### config.mk
export PLATFORM = sky130hd
export DESIGN_NAME = i2c_master_register_access_sequencer_top
export DESIGN_NICKNAME = d
export VERILOG_FILES = /design/src/rtl/i2cseq_pkg.sv /design/src/rtl/i2cseq_cfg_regs.sv /design/src/rtl/i2cseq_in_stage.sv /design/src/rtl/i2cseq_core.sv /design/src/rtl/i2cseq_out_stage.sv /design/src/rtl/i2c_master_register_access_sequencer_top.sv
export SDC_FILE = /design/constraint.sdc
export NUM_CORES = 1
export LEC_CHECK = 0
export BUFFER_PORTS_ARGS = -buffer_cell sky130_fd_sc_hd__clkbuf_2
export CORE_ASPECT_RATIO = 0.8
export CORE_UTILIZATION = 40
export CTS_BUF_LIST = sky130_fd_sc_hd__clkbuf_8 sky130_fd_sc_hd__clkbuf_16
export DETAILED_ROUTE_END_ITERATION = 10
export SYNTH_ARGS = -nofsm -noshare
export SYNTH_HDL_FRONTEND = slang
export SYNTH_SLANG_ARGS = --single-unit
### constraint.sdc
create_clock -name i_clk -period 10.5 [get_ports i_clk]
set_clock_uncertainty 0.1 [all_clocks]
set_input_delay 2.1 -clock i_clk [delete_from_list [all_inputs] [get_ports i_clk]]
set_output_delay 2.1 -clock i_clk [all_outputs]
set_load 0.05 [all_outputs]
### src/rtl/i2cseq_pkg.sv
// Package with the shared types, codes and constants of the I2C register access sequencer.
package i2cseq_pkg;

    // Request and controller event codes. Code 7 is an unknown status.
    typedef enum logic [2:0] {
        ACT_WRITE         = 3'd0,
        ACT_READ          = 3'd1,
        ACT_START_SENT    = 3'd2,
        ACT_BYTE_SENT     = 3'd3,
        ACT_BYTE_RECEIVED = 3'd4,
        ACT_OTHER_STATUS  = 3'd5,
        ACT_RESET         = 3'd6
    } t_action;

    // Configuration register indexes.
    typedef enum logic [1:0] {
        CFG_WIDE_DEVICE_ONE   = 2'd0,
        CFG_WIDE_DEVICE_TWO   = 2'd1,
        CFG_WIDE_DEVICE_THREE = 2'd2
    } t_cfg_index;

    // Mask that clears the direction bit of a device address byte.
    localparam logic [7:0] ADDR_DIR_MASK = 8'hFE;

    // Offset byte count at which the high offset byte goes out, and the low one.
    localparam logic [1:0] OFFS_HIGH_SENT = 2'd1;
    localparam logic [1:0] OFFS_LOW_SENT  = 2'd2;

    // One accepted request or controller event.
    typedef struct packed {
        logic [2:0]  action;
        logic [7:0]  device_address;
        logic [15:0] offset_address;
        logic [15:0] transfer_length;
        logic        ack_received;
        logic        arbitration_lost;
        logic [7:0]  received_byte;
        logic [7:0]  next_write_byte;
    } t_event;

    // One result, produced for every event.
    typedef struct packed {
        logic        transmit_valid;
        logic [7:0]  transmit_byte;
        logic        issue_start;
        logic        issue_stop;
        logic        ack_to_send;
        logic        store_valid;
        logic [7:0]  store_byte;
        logic [15:0] data_index;
        logic        busy_now;
        logic        transfer_failed;
        logic        request_rejected;
    } t_result;

    // Device addresses that take a two-byte offset.
    typedef struct packed {
        logic [7:0] wide_one;
        logic [7:0] wide_two;
        logic [7:0] wide_three;
    } t_wide_cfg;

endpackage

### src/rtl/i2cseq_cfg_regs.sv
// Configuration registers holding the three wide-offset device addresses.
module i2cseq_cfg_regs (
    input  logic                  i_clk,
    input  logic                  i_rst_n,
    input  logic                  i_cfg_valid,
    input  logic [1:0]            i_cfg_index,
    input  logic [7:0]            i_cfg_data,
    output i2cseq_pkg::t_wide_cfg o_wide_cfg
);
    import i2cseq_pkg::*;

    t_wide_cfg r_wide_cfg;

    // Writes to an index beyond the register list are dropped.
    always_ff @(posedge i_clk) begin
        if (!i_rst_n) begin
            r_wide_cfg <= '0;
        end else if (i_cfg_valid) begin
            unique case (t_cfg_index'(i_cfg_index))
                CFG_WIDE_DEVICE_ONE:   r_wide_cfg.wide_one   <= i_cfg_data;
                CFG_WIDE_DEVICE_TWO:   r_wide_cfg.wide_two   <= i_cfg_data;
                CFG_WIDE_DEVICE_THREE: r_wide_cfg.wide_three <= i_cfg_data;
                default: ;
            endcase
        end
    end

    assign o_wide_cfg = r_wide_cfg;

endmodule

### src/rtl/i2cseq_in_stage.sv
// Input register that holds one accepted request or event until the core takes it.
module i2cseq_in_stage (
    input  logic               i_clk,
    input  logic               i_rst_n,
    input  logic               i_valid,
    output logic               o_stall,
    input  i2cseq_pkg::t_event i_event,
    input  logic               i_advance,
    output logic               o_fire,
    output i2cseq_pkg::t_event o_event
);
    import i2cseq_pkg::*;

    logic   r_valid;
    t_event r_event;
    logic   accept;

    // The stage stalls only while it is full and the core cannot move on.
    assign o_stall = r_valid && !i_advance;
    assign accept  = i_valid && !o_stall;
    assign o_fire  = r_valid && i_advance;

    always_ff @(posedge i_clk) begin
        if (!i_rst_n) begin
            r_valid <= 1'b0;
        end else if (accept) begin
            r_valid <= 1'b1;
        end else if (i_advance) begin
            r_valid <= 1'b0;
        end
    end

    // Payload needs no reset.
    always_ff @(posedge i_clk) begin
        if (accept) begin
            r_event <= i_event;
        end
    end

    assign o_event = r_event;

endmodule

### src/rtl/i2cseq_core.sv
// Transfer state and the single-pass logic that turns one event into one result.
module i2cseq_core (
    input  logic                  i_clk,
    input  logic                  i_rst_n,
    input  logic                  i_fire,
    input  i2cseq_pkg::t_event    i_event,
    input  i2cseq_pkg::t_wide_cfg i_wide_cfg,
    output i2cseq_pkg::t_result   o_result
);
    import i2cseq_pkg::*;

    // Transfer state.
    logic        r_busy,            n_busy;
    logic [7:0]  r_target_address,  n_target_address;
    logic [15:0] r_register_offset, n_register_offset;
    logic [15:0] r_length_total,    n_length_total;
    logic [15:0] r_byte_counter,    n_byte_counter;
    logic        r_read_direction,  n_read_direction;
    logic        r_offset_pending,  n_offset_pending;
    logic        r_turn_to_read,    n_turn_to_read;
    logic        r_restart_pending, n_restart_pending;
    logic        r_retry_on_nack,   n_retry_on_nack;
    logic        r_wide_offset,     n_wide_offset;
    logic [1:0]  r_offset_sent,     n_offset_sent;

    t_result res;
    logic    fail;
    logic    last_offset;
    logic    wide_match;
    logic [15:0] counter_inc;

    assign wide_match = (i_event.device_address == i_wide_cfg.wide_one)
                     || (i_event.device_address == i_wide_cfg.wide_two)
                     || (i_event.device_address == i_wide_cfg.wide_three);
    assign counter_inc = r_byte_counter + 16'd1;

    // Next state and result for the event at the head of the input stage.
    always_comb begin
        n_busy            = r_busy;
        n_target_address  = r_target_address;
        n_register_offset = r_register_offset;
        n_length_total    = r_length_total;
        n_byte_counter    = r_byte_counter;
        n_read_direction  = r_read_direction;
        n_offset_pending  = r_offset_pending;
        n_turn_to_read    = r_turn_to_read;
        n_restart_pending = r_restart_pending;
        n_retry_on_nack   = r_retry_on_nack;
        n_wide_offset     = r_wide_offset;
        n_offset_sent     = r_offset_sent;
        res               = '0;
        fail              = 1'b0;
        last_offset       = 1'b0;

        unique case (t_action'(i_event.action))
            ACT_WRITE, ACT_READ: begin
                // A request is refused while busy or when it moves no data.
                if (r_busy || (i_event.transfer_length == '0)) begin
                    res.request_rejected = 1'b1;
                end else begin
                    n_busy            = 1'b1;
                    n_target_address  = i_event.device_address;
                    n_register_offset = i_event.offset_address;
                    n_length_total    = i_event.transfer_length;
                    n_read_direction  = 1'b0;
                    n_offset_pending  = 1'b1;
                    n_turn_to_read    = (t_action'(i_event.action) == ACT_READ);
                    n_restart_pending = 1'b0;
                    n_retry_on_nack   = 1'b1;
                    n_offset_sent     = '0;
                    n_wide_offset     = wide_match;
                    res.issue_start   = 1'b1;
                end
            end
            ACT_RESET: begin
                n_busy              = 1'b0;
                n_retry_on_nack     = 1'b0;
                res.transfer_failed = 1'b1;
            end
            ACT_START_SENT: begin
                // Address byte with the current direction bit.
                if (i_event.arbitration_lost) begin
                    fail = 1'b1;
                end else begin
                    res.transmit_valid = 1'b1;
                    res.transmit_byte  = (r_target_address & ADDR_DIR_MASK)
                                       | {7'd0, r_read_direction};
                    n_byte_counter     = '0;
                end
            end
            ACT_BYTE_SENT: begin
                if (i_event.arbitration_lost) begin
                    fail = 1'b1;
                end else if (!i_event.ack_received) begin
                    if (r_retry_on_nack) begin
                        res.issue_start = 1'b1;
                    end else begin
                        fail = 1'b1;
                    end
                end else if (r_restart_pending) begin
                    res.issue_start   = 1'b1;
                    n_restart_pending = 1'b0;
                end else if (r_offset_pending) begin
                    // Wide devices take the high offset byte first.
                    if (!r_wide_offset) begin
                        last_offset = 1'b1;
                    end else begin
                        n_offset_sent = r_offset_sent + 2'd1;
                        if (n_offset_sent == OFFS_HIGH_SENT) begin
                            res.transmit_valid = 1'b1;
                            res.transmit_byte  = r_register_offset[15:8];
                        end else if (n_offset_sent == OFFS_LOW_SENT) begin
                            n_offset_sent = '0;
                            last_offset   = 1'b1;
                        end
                    end
                    if (last_offset) begin
                        n_offset_pending   = 1'b0;
                        res.transmit_valid = 1'b1;
                        res.transmit_byte  = r_register_offset[7:0];
                        if (r_turn_to_read) begin
                            n_restart_pending = 1'b1;
                            n_read_direction  = 1'b1;
                        end
                    end
                end else if (!r_read_direction) begin
                    // Write data phase: stream bytes, then stop.
                    if (r_byte_counter < r_length_total) begin
                        res.transmit_valid = 1'b1;
                        res.transmit_byte  = i_event.next_write_byte;
                        res.data_index     = r_byte_counter;
                        n_byte_counter     = counter_inc;
                    end else begin
                        res.issue_stop = 1'b1;
                        n_busy         = 1'b0;
                    end
                end
            end
            ACT_BYTE_RECEIVED: begin
                // Acknowledge every byte but the last, which ends with a stop.
                if (i_event.arbitration_lost) begin
                    fail = 1'b1;
                end else begin
                    res.store_valid = 1'b1;
                    res.store_byte  = i_event.received_byte;
                    res.data_index  = r_byte_counter;
                    n_byte_counter  = counter_inc;
                    if (counter_inc < r_length_total) begin
                        res.ack_to_send = 1'b1;
                    end else begin
                        res.issue_stop = 1'b1;
                        n_busy         = 1'b0;
                    end
                end
            end
            default: begin
                fail = 1'b1;
            end
        endcase

        // A failure drops the transfer and withdraws every bus request.
        if (fail) begin
            n_busy              = 1'b0;
            n_retry_on_nack     = 1'b0;
            res.transfer_failed = 1'b1;
            res.issue_start     = 1'b0;
            res.issue_stop      = 1'b0;
            res.ack_to_send     = 1'b0;
        end

        res.busy_now = n_busy;
    end

    // State advances once for every event taken from the input stage.
    always_ff @(posedge i_clk) begin
        if (!i_rst_n) begin
            r_busy            <= 1'b0;
            r_target_address  <= '0;
            r_register_offset <= '0;
            r_length_total    <= '0;
            r_byte_counter    <= '0;
            r_read_direction  <= 1'b0;
            r_offset_pending  <= 1'b0;
            r_turn_to_read    <= 1'b0;
            r_restart_pending <= 1'b0;
            r_retry_on_nack   <= 1'b0;
            r_wide_offset     <= 1'b0;
            r_offset_sent     <= '0;
        end else if (i_fire) begin
            r_busy            <= n_busy;
            r_target_address  <= n_target_address;
            r_register_offset <= n_register_offset;
            r_length_total    <= n_length_total;
            r_byte_counter    <= n_byte_counter;
            r_read_direction  <= n_read_direction;
            r_offset_pending  <= n_offset_pending;
            r_turn_to_read    <= n_turn_to_read;
            r_restart_pending <= n_restart_pending;
            r_retry_on_nack   <= n_retry_on_nack;
            r_wide_offset     <= n_wide_offset;
            r_offset_sent     <= n_offset_sent;
        end
    end

    assign o_result = res;

endmodule

### src/rtl/i2cseq_out_stage.sv
// Result register that holds one result until the receiving side takes it.
module i2cseq_out_stage (
    input  logic                i_clk,
    input  logic                i_rst_n,
    input  logic                i_load,
    input  i2cseq_pkg::t_result i_result,
    input  logic                i_stall,
    output logic                o_free,
    output logic                o_valid,
    output i2cseq_pkg::t_result o_result
);
    import i2cseq_pkg::*;

    logic    r_valid;
    t_result r_result;

    // The register can take a new result when empty or being emptied.
    assign o_free = !r_valid || !i_stall;

    always_ff @(posedge i_clk) begin
        if (!i_rst_n) begin
            r_valid <= 1'b0;
        end else if (i_load) begin
            r_valid <= 1'b1;
        end else if (!i_stall) begin
            r_valid <= 1'b0;
        end
    end

    always_ff @(posedge i_clk) begin
        if (i_load) begin
            r_result <= i_result;
        end
    end

    assign o_valid  = r_valid;
    assign o_result = r_result;

endmodule

### src/rtl/i2c_master_register_access_sequencer_top.sv
// Top level of the I2C master register access sequencer.
// The block takes one request or controller event per clock cycle unless a stall holds it, and
// returns exactly one result for each: the event is captured in an input register, the
// transfer state and the result are worked out in one pass of logic, and the result sits
// in an output register until the receiving side takes it. The rate is set by that single
// pass through the core, which updates the transfer state once per event. Configuration
// writes are always ready and should be made while no event is in flight.
module i2c_master_register_access_sequencer_top (
    input  logic        i_clk,
    input  logic        i_rst_n,
    // Request and event channel.
    input  logic        i_in_valid,
    output logic        o_in_stall,
    input  logic [2:0]  i_action,
    input  logic [7:0]  i_device_address,
    input  logic [15:0] i_offset_address,
    input  logic [15:0] i_transfer_length,
    input  logic        i_ack_received,
    input  logic        i_arbitration_lost,
    input  logic [7:0]  i_received_byte,
    input  logic [7:0]  i_next_write_byte,
    // Result channel.
    output logic        o_out_valid,
    input  logic        i_out_stall,
    output logic        o_transmit_valid,
    output logic [7:0]  o_transmit_byte,
    output logic        o_issue_start,
    output logic        o_issue_stop,
    output logic        o_ack_to_send,
    output logic        o_store_valid,
    output logic [7:0]  o_store_byte,
    output logic [15:0] o_data_index,
    output logic        o_busy_now,
    output logic        o_transfer_failed,
    output logic        o_request_rejected,
    // Configuration write channel.
    input  logic        i_cfg_valid,
    output logic        o_cfg_ready,
    input  logic [1:0]  i_cfg_index,
    input  logic [7:0]  i_cfg_data
);
    import i2cseq_pkg::*;

    t_event    in_event;
    t_event    head_event;
    t_result   core_result;
    t_result   out_result;
    t_wide_cfg wide_cfg;
    logic      fire;
    logic      out_free;

    assign o_cfg_ready = 1'b1;

    // Gather the request fields into one event.
    always_comb begin
        in_event.action           = i_action;
        in_event.device_address   = i_device_address;
        in_event.offset_address   = i_offset_address;
        in_event.transfer_length  = i_transfer_length;
        in_event.ack_received     = i_ack_received;
        in_event.arbitration_lost = i_arbitration_lost;
        in_event.received_byte    = i_received_byte;
        in_event.next_write_byte  = i_next_write_byte;
    end

    i2cseq_cfg_regs u_cfg_regs (
        .i_clk       (i_clk),
        .i_rst_n     (i_rst_n),
        .i_cfg_valid (i_cfg_valid && o_cfg_ready),
        .i_cfg_index (i_cfg_index),
        .i_cfg_data  (i_cfg_data),
        .o_wide_cfg  (wide_cfg)
    );

    i2cseq_in_stage u_in_stage (
        .i_clk     (i_clk),
        .i_rst_n   (i_rst_n),
        .i_valid   (i_in_valid),
        .o_stall   (o_in_stall),
        .i_event   (in_event),
        .i_advance (out_free),
        .o_fire    (fire),
        .o_event   (head_event)
    );

    i2cseq_core u_core (
        .i_clk      (i_clk),
        .i_rst_n    (i_rst_n),
        .i_fire     (fire),
        .i_event    (head_event),
        .i_wide_cfg (wide_cfg),
        .o_result   (core_result)
    );

    i2cseq_out_stage u_out_stage (
        .i_clk    (i_clk),
        .i_rst_n  (i_rst_n),
        .i_load   (fire),
        .i_result (core_result),
        .i_stall  (i_out_stall),
        .o_free   (out_free),
        .o_valid  (o_out_valid),
        .o_result (out_result)
    );

    // Unpack the held result onto the output ports.
    assign o_transmit_valid   = out_result.transmit_valid;
    assign o_transmit_byte    = out_result.transmit_byte;
    assign o_issue_start      = out_result.issue_start;
    assign o_issue_stop       = out_result.issue_stop;
    assign o_ack_to_send      = out_result.ack_to_send;
    assign o_store_valid      = out_result.store_valid;
    assign o_store_byte       = out_result.store_byte;
    assign o_data_index       = out_result.data_index;
    assign o_busy_now         = out_result.busy_now;
    assign o_transfer_failed  = out_result.transfer_failed;
    assign o_request_rejected = out_result.request_rejected;

endmodule

==> out/metrics.cfg, run 1 <==
[cts]
postCtsHoldBufs=0
clock-sinks=191
htreeDepth=4
post_cts_resized=0
cts.clk_slew.worst_paths_ps=70
cts_setup_buffers=0
clockRootBuffer=clkbuf_16
cts_tree=built
clock_path_buffers=2
clock_latency_ps=440
cts_made_buffers=17

[layout]
drive_gt1_share_pct=19.2
finalInstanceArea_mm2=0.00994
nets=1013
syn2layout_area_growth_pct=15.8
mostFrequentLayoutCell=nand2_1
mostFrequentLayoutCells=127 x nand2_1, 117 x clkbuf_2, 101 x edfxtp_1, 90 x dfxtp_1, 70 x a21oi_1

[critical_path]
worstSetupStartpointType=input pin
cp_max_fo=3
worstSetupPathType=input pin to primary output
critPathRequiredTime_ps=8300
cp.arrival_ps=2740
cp-end-kind=primary output

[global_route]
grt_first_pass_wirelength_um=29500
overflow=0
antenna_found_initial=0
grt_max_degree=62
track_usage_pct=17.1
grt_pass1_vias=5593

[routing]
ant_nets=0
drc=16
drt-wirelength-per-cell_um=15.2
vias_per_cell=5.06
routed_wirelength_um=18100
dr.pass1.iters=8
vias=6015
drt_iter0_drc=437

[timing]
final_max_slew_viol_count=0
finalCritPeriodShare_pct=47.0
relSlewSlack_pct=29.3
setup_viol=0
fmax_mhz=202
worst_slew_pin_slew_ps=1060
hold_viol=0
min_period_ps=4940
holdWs_ps=356
finalSetupTns_ps=0
rsz0062_at_grt=no

[die]
die_width_um=166
num_io_pins=119
fp.dieH_um=133
core_mm2=0.0209
dieArea_mm2=0.0221
start_util_pct=41.1
rows=47

[placed_design]
dpl_cell_area_mm2=0.00935
dpl.hpwl_um=12600
port_buffers=117
place_congestion=0.848

[synthesis]
yosysSeqAreaShare_pct=56.3
synth_ff_type=edfxtp_1
synth_area_mm2=0.00859
synth_top_area_cell=edfxtp_1
syn_nets=918
synth_seq_cells=191
synth_top_area_share_pct=35.3
synthArstFlopShare_pct=0
synth_edf_count=101
yosysWarnings=0
synth.avg_cell_area_um2=10.6
ys_types=64
syn_inst=811
yosys-top-cells-area=edfxtp_1 35%, dfxtp_1 21%, nand2_1 5.6%

[power]
cellLeakagePower_nw=3.83
p_total_mw=1.60
ir_drop_mv=0.0757
p_per_area_mw_per_mm2=160

[hold_path]
hold_path.class=flip-flop to flip-flop

[outcome]
status=finished, violations left
violations=DRC

[run]
drv_cap=0

-- worst paths after layout --
check	slack, ps	cells after the start	endpoint	start
worst min register to register	360	2	u_core.r_length_total[13]$_SDFFE_PN0P_	u_core.r_length_total[13]$_SDFFE_PN0P_
worst min-delay path	360	2	u_core.r_length_total[13]$_SDFFE_PN0P_	u_core.r_length_total[13]$_SDFFE_PN0P_
worst max-delay path	5560	3	o_in_stall	i_out_stall
worst max register to register	6640	13	u_out_stage.o_result[2]$_DFFE_PP_	u_core.r_byte_counter[2]$_SDFFE_PN0P_
-- critical path, stage by stage --
cell      delay (ps)
clkbuf_2         100
and3_1           240
clkbuf_2         300
-- power breakdown --
group | internal (mW) | total (mW) | leakage, nW | switching, mW
clock | 0.321 | 0.640 | 0.288 | 0.319
sequential | 0.816 | 0.834 | 1.69 | 0.0178
combinational | 0.0397 | 0.121 | 1.86 | 0.0817
-- state kept, by name, summed over array words and instances (netlist names), 2 cells and up --
register                  cells
u_core.r_length_total        16
u_out_stage.o_result         40
u_core.r_register_offset     16
u_core.r_offset_sent          2
u_core.r_byte_counter        16
u_in_stage.o_event           61
u_core.r_target_address       7
u_cfg_regs.o_wide_cfg        24
-- logic make-up (layout without fill, tap and decap cells) --
family	count (synthesis)	after routing	share of synthesized area, %
xor+xnor	39	39	4.07
fa+ha+maj	31	31	4.52
flops	191	191	56.3
buf+inv	76	184	3.72
simple gates	291	291	16.6
other cells	1	2	0.0437
compound gates	152	152	11.3
mux	30	30	3.50
-- metrics by stage --
stage	util, %	cells	setup WS, ps
after floorplan	-	811	4670
after global placement	44.8	1156	5570
after detailed placement	44.8	1156	5560
after CTS	47.6	1188	5560
after global routing	47.6	1188	5540
final	47.6	1189	5560
-- cell type report --
| cell class | instances | area (um^2) |
|---|---|---|
| Antenna cell | 1 | 2.50 |
| Fill cell | 1959 | 10900 |
| Timing Repair Buffer | 122 | 623 |
| Clock inverter | 15 | 164 |
| Inverter | 30 | 113 |
| Sequential cell | 191 | 4830 |
| Clock buffer | 17 | 425 |
| Tap cell | 269 | 337 |
| Multi-Input combinational cell | 544 | 3440 |
-- synthesized netlist by cell type (all sizes together) (15+ instances only) --
library cell,instances
inv,29
clkbuf,31
xnor2,19
edfxtp,101
nand2,127
nand3,16
mux2i,30
ha,31
dfxtp,90
buf,15
nor2,53
a21oi,71
xor2,20
and2,28
a22oi,16
-- metal layers --
metal	global-route usage (%)	share of wire [%]	up-vias
li1	-	-	3071
met5	0	0	-
met2	26.0	44	166
met1	24.4	50	2769
met3	4.01	4.9	9
met4	4.78	0.76	0
Note: power is estimated with default switching activity, not from simulation.
==> inputs of run 2 (changes only) <==
==> constraint.sdc (replaced) <==
create_clock -name i_clk -period 5.1 [get_ports i_clk]
set_clock_uncertainty 0.1 [all_clocks]
set_input_delay 1.02 -clock i_clk [delete_from_list [all_inputs] [get_ports i_clk]]
set_output_delay 1.02 -clock i_clk [all_outputs]
set_load 0.05 [all_outputs]
==> run 2 against run 1 <==
Effect of this change:
- the flow still finishes with violations (DRC)
- global-route usage grew 0.087 points
- clock power increased by 100%
- cell count hardly changed
- die area is the same
- largest cell class unchanged
- highest routed layer unchanged
==> out/metrics.cfg, run 2 (synthesized netlist as in run 1, its figures left out) <==
[timing]
setup_viol=0
finalCritPeriodShare_pct=69.2
worst_slew_pin_slew_ps=1100
min_period_ps=3530
final_max_slew_viol_count=0
relSlewSlack_pct=26.2
finalSetupTns_ps=0
fmax_mhz=284
rsz0062_at_grt=no
hold_viol=0

[power]
ir_drop_mv=0.219
p_total_mw=3.25
p_per_area_mw_per_mm2=327
cellLeakagePower_nw=3.83

[critical_path]
cpMostUsedCell=and3_1
worstSetupStartpointType=flip-flop
cp.arrival_ps=3650
cp-end-kind=flip-flop
cp_cell_sequence=and3_1, and3_1, nand3_1, nor2_1, xnor2_1, inv_1, ha_1, nand4_1, nor2_1, and3_1, a221oi_1, a31oi_1, o311ai_0
worst_path_largest_cell_delay_ps=520
worstRegToRegCells=13
cp_slowest_cell=dfxtp_1
critPathRequiredTime_ps=5220
cp_max_fo=10
worstSetupPathType=flip-flop to flip-flop

[global_route]
grt_max_degree=51
grt_first_pass_wirelength_um=29800
grt_pass1_vias=5654
overflow=0
antenna_found_initial=0
track_usage_pct=17.2

[die]
die_width_um=166
core_mm2=0.0209
start_util_pct=41.1
rows=47
fp.dieH_um=133
num_io_pins=119
dieArea_mm2=0.0221

[cts]
clock_latency_ps=440
post_cts_resized=0
cts.clk_slew.worst_paths_ps=70
cts_made_buffers=17
clockRootBuffer=clkbuf_16
cts_tree=built
clock_path_buffers=2
cts_setup_buffers=0
clock-sinks=191
postCtsHoldBufs=0
htreeDepth=4

[hold_path]
min_path_cells=2
hold_path.class=flip-flop to flip-flop

[layout]
n_antenna_cell=0
nets=1013
mostFrequentLayoutCells=127 x nand2_1, 117 x clkbuf_2, 101 x edfxtp_1, 90 x dfxtp_1, 70 x a21oi_1
drive_gt1_share_pct=18.9
largest_reg_flops=61
mostFrequentLayoutCell=nand2_1
final.fill_count=1991
syn2layout_area_growth_pct=15.6

[placed_design]
port_buffers=117
place_congestion=0.842
dpl.hpwl_um=12800

[run]
drv_cap=0

[outcome]
status=finished, violations left
violations=DRC

[routing]
routed_wirelength_um=18200
vias=5953
ant_nets=0
dr.pass1.iters=8
drc=8
drt_iter0_drc=327
drt-wirelength-per-cell_um=15.3
vias_per_cell=5.01

run 2: cell types whose count changed in the layout (fill, tap and decap cells not counted), sizes merged:
| cell | before | now |
|---|---|---|
| inv | 38 | 37 |
| clkbuf | 134 | 135 |
| diode | 1 | 0 |
run 2: worst paths after layout:
check	endpoint	from	slack (ps)
worst max-delay path	u_out_stage.o_result[2]$_DFFE_PP_	u_core.r_byte_counter[2]$_SDFFE_PN0P_	1570
worst min-delay path	u_core.r_length_total[13]$_SDFFE_PN0P_	u_core.r_length_total[13]$_SDFFE_PN0P_	360
worst max register to register	u_out_stage.o_result[2]$_DFFE_PP_	u_core.r_byte_counter[2]$_SDFFE_PN0P_	1570
worst min register to register	u_core.r_length_total[13]$_SDFFE_PN0P_	u_core.r_length_total[13]$_SDFFE_PN0P_	360
run 2: power by group:
| group | total [mW] | internal [mW] | switching, mW |
|---|---|---|---|
| clock | 1.28 | 0.671 | 0.613 |
| combinational | 0.250 | 0.0818 | 0.168 |
| sequential | 1.72 | 1.68 | 0.0372 |
run 2: per-layer routing:
layer | GRT usage (%) | vias to the layer above | wire, um | share of wire, %
met1 | 24.6 | 2726 | 9080 | 50
li1 | - | 3056 | - | -
met3 | 4.01 | 12 | 910 | 5.0
met4 | 4.36 | 0 | 205 | 1.1
met5 | 0 | - | 0 | 0
met2 | 26.4 | 159 | 7980 | 44
run 2: per-stage QoR:
step / hold WS [ps] / cell area (um^2) / setup WS, ps / utilization [%] / instances
floorplan: 336 / 8590 / 354 / - / 811
global placement: 344 / 9350 / 1300 / 44.8 / 1156
detailed placement: 351 / 9350 / 1260 / 44.8 / 1156
CTS: 360 / 9930 / 1590 / 47.5 / 1188
global route: 376 / 9930 / 1250 / 47.5 / 1188
finish: 357 / 9930 / 1570 / 47.5 / 1188
run 2: worst max-delay path: cells and delay by family (launching register included):
kind | cells | cell delay [ps]
and+or+nand+nor | 7 | 1220
AOI/OAI and AO/OA | 3 | 890
DFF | 1 | 520
adders and majority gates | 1 | 330
xor gates and xnor gates | 1 | 160
buffers and inverters | 1 | 80
run 2: area by class of cell:
cell class                 instances  area (um^2)  area share [%]
clock buffer                      18          450            4.54
timing repair buffer             122          623            6.28
sequential                       191         4830            48.7
multi-input combinational        544         3440            34.7
inverter                          30          113            1.13
clock inverter                    14          125            1.26
tap                              269          337            3.39
==> inputs of run 3 (changes only) <==
==> constraint.sdc (replaced) <==
create_clock -name i_clk -period 3.6 [get_ports i_clk]
set_clock_uncertainty 0.1 [all_clocks]
set_input_delay 0.72 -clock i_clk [delete_from_list [all_inputs] [get_ports i_clk]]
set_output_delay 0.72 -clock i_clk [all_outputs]
set_load 0.05 [all_outputs]
==> run 3 against run 2 <==
Effect of this change:
- the run still ends with DRC left
- sequential share of layout area decreased by 0.48 points
- clock power rose by 47%
- maximum frequency is 6.4% higher
- combinational power rose by 44%
- setup slack worse by 1300 ps
- core utilization up 0.49 points
- non-clock buffer count increased by 8
- count of clock-buffer cells in the layout stayed put
- critical endpoint unchanged
- highest routed layer unchanged
==> out/metrics.cfg, run 3 (synthesized netlist as in run 1, its figures left out) <==
[routing]
dr.pass1.iters=8
vias=6082
drc=10
vias_per_cell=5.09
drt-wirelength-per-cell_um=15.4
routed_wirelength_um=18500
drt_iter0_drc=462
ant_nets=0

[die]
fp.dieH_um=133
num_io_pins=119
dieArea_mm2=0.0221
core_mm2=0.0209
die_width_um=166
rows=47
start_util_pct=41.1

[critical_path]
crit_start=u_core.r_byte_counter[4]$_SDFFE_PN0P_
cp-end-kind=flip-flop
critPathRequiredTime_ps=3730
cp.arrival_ps=3450
reg2reg_to=u_out_stage.o_result[2]$_DFFE_PP_
crit_end=u_out_stage.o_result[2]$_DFFE_PP_
rr_startpoint=u_core.r_byte_counter[4]$_SDFFE_PN0P_
worstSetupPathType=flip-flop to flip-flop
worstRegToRegCells=13
reg2reg_slack_ps=290
cp_max_fo=7
worstSetupStartpointType=flip-flop

[placed_design]
place_congestion=0.852
port_buffers=117
dpl.hpwl_um=12800

[timing]
rsz0062_at_grt=no
finalCritPeriodShare_pct=92.0
relSlewSlack_pct=46.1
setup_viol=0
holdWs_ps=353
hold_viol=0
min_period_ps=3310
fmax_mhz=302
final_max_slew_viol_count=0
worst_slew_pin_slew_ps=809
finalSetupTns_ps=0

[cts]
cts.clk_slew.worst_paths_ps=80
clock_latency_ps=440
cts_tree=built
clock_path_buffers=2
clockRootBuffer=clkbuf_16
htreeDepth=4
cts_made_buffers=17
clock-sinks=191

[layout]
mostFrequentLayoutCells=127 x nand2_1, 117 x clkbuf_2, 101 x edfxtp_1, 89 x dfxtp_1, 70 x a21oi_1
n_antenna_cell=0
nets=1021
multi_input_area_mm2=0.00344
drive_gt1_share_pct=20.0
largest_reg_flops=61
mostFrequentLayoutCell=nand2_1
syn2layout_area_growth_pct=16.8
final.fill_count=1901
seq_area_mm2=0.00484

[global_route]
overflow=0
met2_usage_pct=26.7
grt_util_met1_pct=24.4
track_usage_pct=17.5
grt_pass1_vias=5738
gr-usage-met3_pct=4.22
grt_max_degree=62
grt_first_pass_wirelength_um=30000
grt-busiest-layer=met2
antenna_found_initial=0

[power]
ir_drop_mv=0.249
cellLeakagePower_nw=3.88
p_per_area_mw_per_mm2=465

[outcome]
violations=DRC
status=finished, violations left

[hold_path]
hold_path.class=input pin to flip-flop
min_from=i_received_byte[4]

[run]
drv_cap=0

run 3: cell count changes in the layout (fill, tap and decap cells not counted), sizes merged:
cell,before,now
buf,5,13
clkinv,6,5
clkinvlp,1,3
inv,37,36
run 3: through the flow:
stage / utilization [%] / setup slack [ps] / total power [mW] / cells / cell area [um^2]
6_report: 48.0 / 287 / 4.67 / 1196 / 10000
3_5_place_dp: 45.2 / 324 / 2.84 / 1164 / 9440
3_3_place_gp: 45.2 / 414 / 2.84 / 1164 / 9440
5_1_grt: 48.0 / 25.1 / 4.84 / 1196 / 10000
2_1_floorplan: - / 311 / 2.72 / 811 / 8590
4_1_cts: 48.0 / 298 / 4.72 / 1196 / 10000
run 3: power by group:
group          total (mW)  switching, mW  internal [mW]
combinational       0.360          0.240          0.121
sequential           2.43         0.0514           2.38
clock                1.88          0.913          0.963
run 3: timing repair:
item	4_1_cts	5_1_grt
endpoints found under the setup margin	0	1
resized for setup	0	1
hold endpoints to repair	0	0
hold buffers	0	0
setup buffers	0	0
run 3: worst min path at each step:
| stage | endpoint | slack, ps | cells past startpoint |
|---|---|---|---|
| floorplan | u_core.r_register_offset[15]$_SDFFE_PN0P_ | 340 | 2 |
| global placement | u_core.r_length_total[10]$_SDFFE_PN0P_ | 340 | 2 |
| detailed placement | u_core.r_length_total[12]$_SDFFE_PN0P_ | 350 | 2 |
| CTS | u_in_stage.o_event[51]$_DFFE_PP_ | 340 | 1 |
| global route | u_in_stage.o_event[43]$_DFFE_PP_ | 330 | 1 |
| finish | u_in_stage.o_event[12]$_DFFE_PP_ | 350 | 1 |
run 3: routing by layer:
metal | vias to the layer above | share of wire [%] | wire, um
met5 | - | 0 | 0
met4 | 0 | 1.4 | 261
met3 | 19 | 5.5 | 1010
met2 | 176 | 44 | 8210
met1 | 2814 | 49 | 8990
li1 | 3073 | - | -
run 3: layout make-up:
class | instances | area share (%)
multi-input combinational | 544 | 34.3
inverter | 30 | 1.12
tap | 269 | 3.36
sequential | 191 | 48.2
clock buffer | 18 | 4.49
clock inverter | 14 | 1.40
timing repair buffer | 130 | 7.06
run 3: critical path: stages (launching register included):
cell and delay, ps:
dfxtp_1 460, and4_1 290, and3_1 220, nand3_1 160, nor2_1 170, xnor2_1 150
inv_1 70, ha_1 320, nand4_1 100, nor2_1 60, and3_1 170, a221oi_1 330
a31oi_1 150, o311ai_0 350
